File: config.mk
export PLATFORM = sky130hd
export DESIGN_NAME = min_tracking_stack_core
export DESIGN_NICKNAME = d
export VERILOG_FILES = /design/src/rtl/mts_pkg.sv /design/src/rtl/min_tracking_stack_core.sv /design/src/rtl/mts_ram.sv
export SDC_FILE = /design/constraint.sdc
export NUM_CORES = 2
export LEC_CHECK = 0
export ABC_CLOCK_PERIOD_IN_PS = 12800
export BUFFER_PORTS_ARGS = -buffer_cell sky130_fd_sc_hd__buf_2
export CAP_MARGIN = 0
export CORE_MARGIN = 8
export CORE_UTILIZATION = 30
export DETAILED_ROUTE_END_ITERATION = 10
export GPL_ROUTABILITY_DRIVEN = 0
export HOLD_SLACK_MARGIN = 0.05
export SYNTH_ARGS = -nofsm -noshare
export SYNTH_HDL_FRONTEND = slang
export SYNTH_HIERARCHICAL = 1
export SYNTH_SLANG_ARGS = --single-unit
File: constraint.sdc
create_clock -name clk -period 12.8 [get_ports clk]
set_clock_uncertainty 0.15 [all_clocks]
set_input_delay 0.64 -clock clk [delete_from_list [all_inputs] [get_ports clk]]
set_output_delay 0.64 -clock clk [all_outputs]
set_load 0.005 [all_outputs]
File: src/rtl/mts_pkg.sv
// mts_pkg: opcodes, status codes and default sizes for the min tracking stack.
// Standalone package with no dependencies; used by min_tracking_stack_core.
package mts_pkg;

    localparam int DEFAULT_STACK_DEPTH = 64;
    localparam int DEFAULT_VALUE_BITS  = 32;

    typedef logic [1:0] opcode_t;
    typedef logic [1:0] status_t;

    localparam opcode_t OP_PUSH = 2'd0;
    localparam opcode_t OP_POP  = 2'd1;
    localparam opcode_t OP_READ = 2'd2;

    localparam status_t ST_OK    = 2'd0;
    localparam status_t ST_EMPTY = 2'd1;
    localparam status_t ST_FULL  = 2'd2;

endpackage

File: src/rtl/min_tracking_stack_core.sv
// Stack of signed values that reports its minimum with every word, using the
// encoded-difference scheme (a push of a new minimum x stores 2x - min).
// The top entry and the minimum live in registers; entries below the top are
// kept in one RAM (mts_ram). A push, a read and any pop that leaves the stack
// empty or hits an empty stack put their result in the output register in the
// cycle after acceptance. A pop that leaves entries behind first reads the new
// top entry through the RAM's registered read port, then loads the output register
// once that is free; no other command is accepted while the pop is in flight.
// A new command is accepted while a result waits in the output register only
// if that result is taken in the same cycle. The RAM needs no clearing after
// reset: only entries below the fill count are ever read.
module min_tracking_stack_core #(
    parameter int STACK_DEPTH = mts_pkg::DEFAULT_STACK_DEPTH,
    parameter int VALUE_BITS  = mts_pkg::DEFAULT_VALUE_BITS
) (
    input  logic                         clk,
    input  logic                         rst_n,
    input  logic                         cmd_valid,
    output logic                         cmd_stall,
    input  mts_pkg::opcode_t             opcode,
    input  logic signed [VALUE_BITS-1:0] push_value,
    output logic                         rsp_valid,
    input  logic                         rsp_stall,
    output logic signed [VALUE_BITS-1:0] popped_value,
    output logic signed [VALUE_BITS-1:0] top_value,
    output logic signed [VALUE_BITS-1:0] minimum_value,
    output logic                         is_empty,
    output mts_pkg::status_t             status
);
    import mts_pkg::*;

    localparam int ENTRY_W = VALUE_BITS + 2;
    localparam int CNT_W   = $clog2(STACK_DEPTH + 1);
    localparam int ADDR_W  = (STACK_DEPTH > 1) ? $clog2(STACK_DEPTH) : 1;

    typedef logic signed [ENTRY_W-1:0]    entry_t;
    typedef logic signed [VALUE_BITS-1:0] value_t;

    function automatic entry_t widen(input value_t v);
        widen = {{2{v[VALUE_BITS-1]}}, v};
    endfunction

    // an entry below the minimum stands for the minimum itself
    function automatic value_t decode(input entry_t t, input value_t m);
        decode = (t < widen(m)) ? m : t[VALUE_BITS-1:0];
    endfunction

    // stack state
    logic [CNT_W-1:0] count_reg, count_next;
    entry_t           tos_reg, tos_next;
    value_t           min_reg, min_next;
    logic             pend_reg, pend_next;
    value_t           popped_pend_reg, popped_pend_next;

    // output register
    logic    rsp_valid_reg, rsp_valid_next;
    value_t  popped_value_reg, popped_value_next;
    value_t  top_value_reg, top_value_next;
    value_t  minimum_value_reg, minimum_value_next;
    logic    is_empty_reg, is_empty_next;
    status_t status_reg, status_next;

    // RAM port signals
    logic              ram_wr_en;
    logic [ADDR_W-1:0] ram_wr_addr;
    entry_t            ram_wr_data;
    logic              ram_rd_en;
    logic [ADDR_W-1:0] ram_rd_addr;
    entry_t            ram_rd_data;

    logic             out_free;
    logic             accept;
    logic             finish;
    logic             is_full;
    logic             is_zero;
    logic [CNT_W-1:0] count_m1;
    logic [CNT_W-1:0] count_m2;
    entry_t           x_e;
    entry_t           min_e;
    entry_t           push_enc;
    entry_t           restored_min;
    logic             push_lt;
    logic             tos_lt;
    value_t           cur_top;

    assign out_free  = !rsp_valid_reg || !rsp_stall;
    assign cmd_stall = pend_reg || !out_free;
    assign accept    = cmd_valid && !cmd_stall;
    assign finish    = pend_reg && out_free;

    assign is_zero  = (count_reg == '0);
    assign is_full  = (count_reg >= CNT_W'(STACK_DEPTH));
    assign count_m1 = count_reg - CNT_W'(1);
    assign count_m2 = count_reg - CNT_W'(2);

    assign x_e          = widen(push_value);
    assign min_e        = widen(min_reg);
    assign push_lt      = (push_value < min_reg);
    assign push_enc     = push_lt ? ((x_e <<< 1) - min_e) : x_e;
    assign tos_lt       = (tos_reg < min_e);
    assign restored_min = (min_e <<< 1) - tos_reg;
    assign cur_top      = decode(tos_reg, min_reg);

    always_comb
    begin
        count_next         = count_reg;
        tos_next           = tos_reg;
        min_next           = min_reg;
        pend_next          = pend_reg;
        popped_pend_next   = popped_pend_reg;
        rsp_valid_next     = rsp_valid_reg && rsp_stall;
        popped_value_next  = popped_value_reg;
        top_value_next     = top_value_reg;
        minimum_value_next = minimum_value_reg;
        is_empty_next      = is_empty_reg;
        status_next        = status_reg;
        ram_wr_en          = 1'b0;
        ram_wr_addr        = count_m1[ADDR_W-1:0];
        ram_wr_data        = tos_reg;
        ram_rd_en          = 1'b0;
        ram_rd_addr        = count_m2[ADDR_W-1:0];

        if (finish)
        begin
            // new top entry has come out of the ram
            tos_next           = ram_rd_data;
            pend_next          = 1'b0;
            rsp_valid_next     = 1'b1;
            popped_value_next  = popped_pend_reg;
            top_value_next     = decode(ram_rd_data, min_reg);
            minimum_value_next = min_reg;
            is_empty_next      = 1'b0;
            status_next        = ST_OK;
        end
        else if (accept)
        begin
            rsp_valid_next     = 1'b1;
            popped_value_next  = '0;
            top_value_next     = cur_top;
            minimum_value_next = min_reg;
            is_empty_next      = is_zero;
            status_next        = ST_OK;
            if (is_zero)
            begin
                top_value_next     = '0;
                minimum_value_next = '0;
            end
            unique case (opcode)
                OP_PUSH:
                begin
                    if (is_full)
                    begin
                        status_next = ST_FULL;
                    end
                    else
                    begin
                        top_value_next = push_value;
                        is_empty_next  = 1'b0;
                        count_next     = count_reg + CNT_W'(1);
                        if (is_zero)
                        begin
                            tos_next           = x_e;
                            min_next           = push_value;
                            minimum_value_next = push_value;
                        end
                        else
                        begin
                            // old top moves down into the ram
                            ram_wr_en          = 1'b1;
                            tos_next           = push_enc;
                            min_next           = push_lt ? push_value : min_reg;
                            minimum_value_next = push_lt ? push_value : min_reg;
                        end
                    end
                end
                OP_POP:
                begin
                    if (is_zero)
                    begin
                        status_next = ST_EMPTY;
                    end
                    else
                    begin
                        count_next = count_m1;
                        if (tos_lt)
                        begin
                            min_next = restored_min[VALUE_BITS-1:0];
                        end
                        if (count_reg == CNT_W'(1))
                        begin
                            popped_value_next  = cur_top;
                            top_value_next     = '0;
                            minimum_value_next = '0;
                            is_empty_next      = 1'b1;
                        end
                        else
                        begin
                            // result waits for the entry below the top
                            ram_rd_en        = 1'b1;
                            pend_next        = 1'b1;
                            popped_pend_next = cur_top;
                            rsp_valid_next   = rsp_valid_reg && rsp_stall;
                        end
                    end
                end
                default:
                begin
                    if (is_zero)
                    begin
                        status_next = ST_EMPTY;
                    end
                end
            endcase
        end
    end

    always_ff @(posedge clk or negedge rst_n)
    begin
        if (!rst_n)
        begin
            count_reg     <= '0;
            min_reg       <= '0;
            pend_reg      <= 1'b0;
            rsp_valid_reg <= 1'b0;
        end
        else
        begin
            count_reg     <= count_next;
            min_reg       <= min_next;
            pend_reg      <= pend_next;
            rsp_valid_reg <= rsp_valid_next;
        end
    end

    always_ff @(posedge clk)
    begin
        tos_reg           <= tos_next;
        popped_pend_reg   <= popped_pend_next;
        popped_value_reg  <= popped_value_next;
        top_value_reg     <= top_value_next;
        minimum_value_reg <= minimum_value_next;
        is_empty_reg      <= is_empty_next;
        status_reg        <= status_next;
    end

    mts_ram #(
        .WIDTH (ENTRY_W),
        .DEPTH (STACK_DEPTH)
    ) u_entry_ram (
        .clk     (clk),
        .wr_en   (ram_wr_en),
        .wr_addr (ram_wr_addr),
        .wr_data (ram_wr_data),
        .rd_en   (ram_rd_en),
        .rd_addr (ram_rd_addr),
        .rd_data (ram_rd_data)
    );

    assign rsp_valid     = rsp_valid_reg;
    assign popped_value  = popped_value_reg;
    assign top_value     = top_value_reg;
    assign minimum_value = minimum_value_reg;
    assign is_empty      = is_empty_reg;
    assign status        = status_reg;

endmodule

File: src/rtl/mts_ram.sv
// mts_ram: generic single-write, single-read RAM with registered read data.
// No dependencies; read data holds while rd_en is low.
module mts_ram #(
    parameter int WIDTH = 34,
    parameter int DEPTH = 64,
    localparam int ADDR_W = (DEPTH > 1) ? $clog2(DEPTH) : 1
) (
    input  logic              clk,
    input  logic              wr_en,
    input  logic [ADDR_W-1:0] wr_addr,
    input  logic [WIDTH-1:0]  wr_data,
    input  logic              rd_en,
    input  logic [ADDR_W-1:0] rd_addr,
    output logic [WIDTH-1:0]  rd_data
);

    logic [WIDTH-1:0] mem [DEPTH];

    always_ff @(posedge clk)
    begin
        if (wr_en)
        begin
            mem[wr_addr] <= wr_data;
        end
    end

    always_ff @(posedge clk)
    begin
        if (rd_en)
        begin
            rd_data <= mem[rd_addr];
        end
    end

endmodule

==> impl_metrics.env <==
export IMPL_multi_input_area_sq_um=25700
export IMPL_hp_class="primary input to flop"
export IMPL_max_freq_ghz=0.178
export IMPL_start_util_pct=30.1
export IMPL_synth_top_area_cell="edfxtp_1"
export IMPL_gr_total_overflow=0
export IMPL_synthDistinctLibCells=86
export IMPL_fin_cells=10200
export IMPL_p_leak_nw=36.4
export IMPL_dp_cells=9734
export IMPL_synth_compound_area_share_pct=5.87
export IMPL_drt_vias_per_instance=5.38
export IMPL_antenna_found_initial=22
export IMPL_setup_viol=0
export IMPL_largest_reg_flops=2176
export IMPL_die_h_um=591
export IMPL_portBuffers=138
export IMPL_wl_per_cell_um=27.7
export IMPL_synth_top_area_share_pct=71.7
export IMPL_ys_async_sr_fraction_pct=1.70
export IMPL_crit_required_ns=13.24
export IMPL_slew_headroom_pct=2.26
export IMPL_arrival_ns=6.06
export IMPL_post_route_min_period_ns=5.62
export IMPL_wirelength_mm=283
export IMPL_synth_area_leaders="edfxtp_1, mux4_2, ha_1"
export IMPL_cellPowerDensity_nw_per_um2=259
export IMPL_rows=211
export IMPL_synth_area_sq_um=99300
export IMPL_setup_tns_ns=0
export IMPL_ys_warn_count=6
export IMPL_synth_top_family_by_area="multiplexers"
export IMPL_dp_final_hpwl_mm=169
export IMPL_final_nets=5837
export IMPL_drive_gt1_share_pct=21.7
export IMPL_ctsResizeCount=0
export IMPL_p_total_mw=29.4
export IMPL_cts_setup_buffers=0
export IMPL_clock_sinks=2416
export IMPL_grt_pass1_vias=53400
export IMPL_rsz0062_at_grt="no"
export IMPL_cts_buffers=238
export IMPL_ctsHtreeMaxLevel=4
export IMPL_holdBufCountCts=21
export IMPL_cts_path_max_buffers=4
export IMPL_regMostFlops="u_entry_ram/mem"
export IMPL_synth_simple_gate_area_share_pct=3.64
export IMPL_synthFlopType="edfxtp_1"
export IMPL_clk_pin_slew_ns=0.06
export IMPL_cts_root_buf="clkbuf_16"
export IMPL_cts_tree="done"
export IMPL_ios=139
export IMPL_start_kind="flop"
export IMPL_synth_xor_area_share_pct=0.582
export IMPL_crit_chain="buf_12 -> buf_4 -> buf_4 -> mux4_2 -> a22oi_1 -> nand4_1 -> o21ai_1 -> a21oi_1"
export IMPL_endpoint_kind="flop"
export IMPL_worst_path_max_delay_cell="buf_4"
export IMPL_final_max_slew_viol_count=0
export IMPL_fillCellCount=30800
export IMPL_vias=54800
export IMPL_final_common_cell="edfxtp_1"
export IMPL_final_cell_mix="edfxtp_1, mux4_2, nand2_1, clkbuf_16, ha_1"
export IMPL_synth_area_per_cell_sq_um=18.5
export IMPL_path_max_fanout=105
export IMPL_cap_violations=0
export IMPL_grt_pass1_wl_mm=399
export IMPL_hold_viol=0
export IMPL_path_class="flop to flop"
export IMPL_synth_cells=5367
export IMPL_finalCritPeriodShare_pct=43.9
export IMPL_ys_seq_area_share_pct=72.8
export IMPL_track_usage_pct=15.6
export IMPL_synthMuxAreaShare_pct=13.0
export IMPL_critPathMostFrequentCell="buf_4"
export IMPL_grt_max_degree=106
export IMPL_clk_latency_ns=0.92
export IMPL_whs_ns=0.107
export IMPL_drc=0
export IMPL_outcome="complete, no violations"
export IMPL_synth_seq_cells=2416
export IMPL_drt_iter0_markers=7040
export IMPL_max_stage_delay_ns=0.75
export IMPL_dieWidth_um=591
export IMPL_irDropWorstVdd_v=0.000229
export IMPL_postRouteAntennaNets=0
export IMPL_synth_fa_ha_area_share_pct=2.12
export IMPL_die_area_sq_um=350000
export IMPL_syn_to_final_growth_pct=14.2
export IMPL_seq_area_sq_um=72300
export IMPL_core_sq_um=330000
export IMPL_rrSetupSlack_ns=7.18
export IMPL_synth_edf_count=2372
export IMPL_drtPass1Iterations=5
export IMPL_synth_fp_nets=5572
export IMPL_tightest_slew_ns=1.46
==> routing by layer <==
metal	share of wire, %	track usage, %	wire length (um)
met2	45	24.2	129000
met3	9.9	3.08	27900
met5	0	0	0
met4	2.5	3.76	7050
met1	42	22.5	119000
==> final cells by class <==
class,count,share of cell area [%]
Timing Repair Buffer,308,1.85
Clock buffer,290,5.44
Clock inverter,139,1.01
Antenna cell,9,0.0199
Tap cell,4366,4.82
Multi-Input combinational cell,2553,22.7
Inverter,115,0.394
Sequential cell,2416,63.8
==> cell usage after synthesis, types with 83 or more instances <==
cell type  number
mux4_2        472
o21ai_1       110
ha_1          165
inv_1         114
nor2_1        195
buf_2          83
o22ai_1       106
a21oi_1       150
nand2_1       254
mux2i_1       161
edfxtp_1     2372
nand3_1       106
clkbuf_1      127
==> final timing paths <==
kind | start | to | depth (start not counted)
min in group asynchronous | rst_n | count_reg[2]$_DFFE_PN0P_ | 3
max in group asynchronous | rst_n | count_reg[0]$_DFFE_PN0P_ | 3
worst min-delay path | rsp_stall | is_empty$_SDFFE_PP0P_ | 4
worst max register to register | count_reg[0]$_DFFE_PN0P_ | u_entry_ram/rd_data[3]$_DFFE_PP_ | 8
worst min register to register | status[1]$_SDFFE_PP0P_ | status[1]$_SDFFE_PP0P_ | 2
worst max-delay path | count_reg[0]$_DFFE_PN0P_ | u_entry_ram/rd_data[3]$_DFFE_PP_ | 8
==> report_power, final <==
group          internal, mW  leakage [nW]  total, mW  switching [mW]
clock network          3.74          3.56       6.69            2.95
registers              10.2          21.9       10.5           0.330
logic                  3.98          10.9       12.2            8.19
total                  17.9          36.4       29.4            11.5
==> metrics by stage <==
stage          setup WS (ns)  instance area, sq um  utilization (%)
2_1_floorplan           7.88                 99300                -
3_3_place_gp            7.02                106000             32.0
3_5_place_dp            7.02                106000             32.0
4_1_cts                 7.03                113000             34.3
5_1_grt                 6.83                113000             34.3
6_report                7.18                113000             34.4
==> worst max-delay path: cells and delay by family, from the launching register on <==
kind	cells	cell delay, ns
buf+inv	3	2.16
compound gates	3	1.09
flops	1	0.71
mux	1	0.60
simple gates	1	0.44
==> kinds of logic (layout without fill, tap and decap cells) <==
group           count (synthesis)  count (layout)
flops                        2416            2416
compound gates                849             849
simple gates                  779             779
mux                           695             695
buf+inv                       398             852
fa+ha+maj                     167             167
xor+xnor                       63              63
other cells                     0               9
No activity file was read; power rests on OpenSTA's default activity.
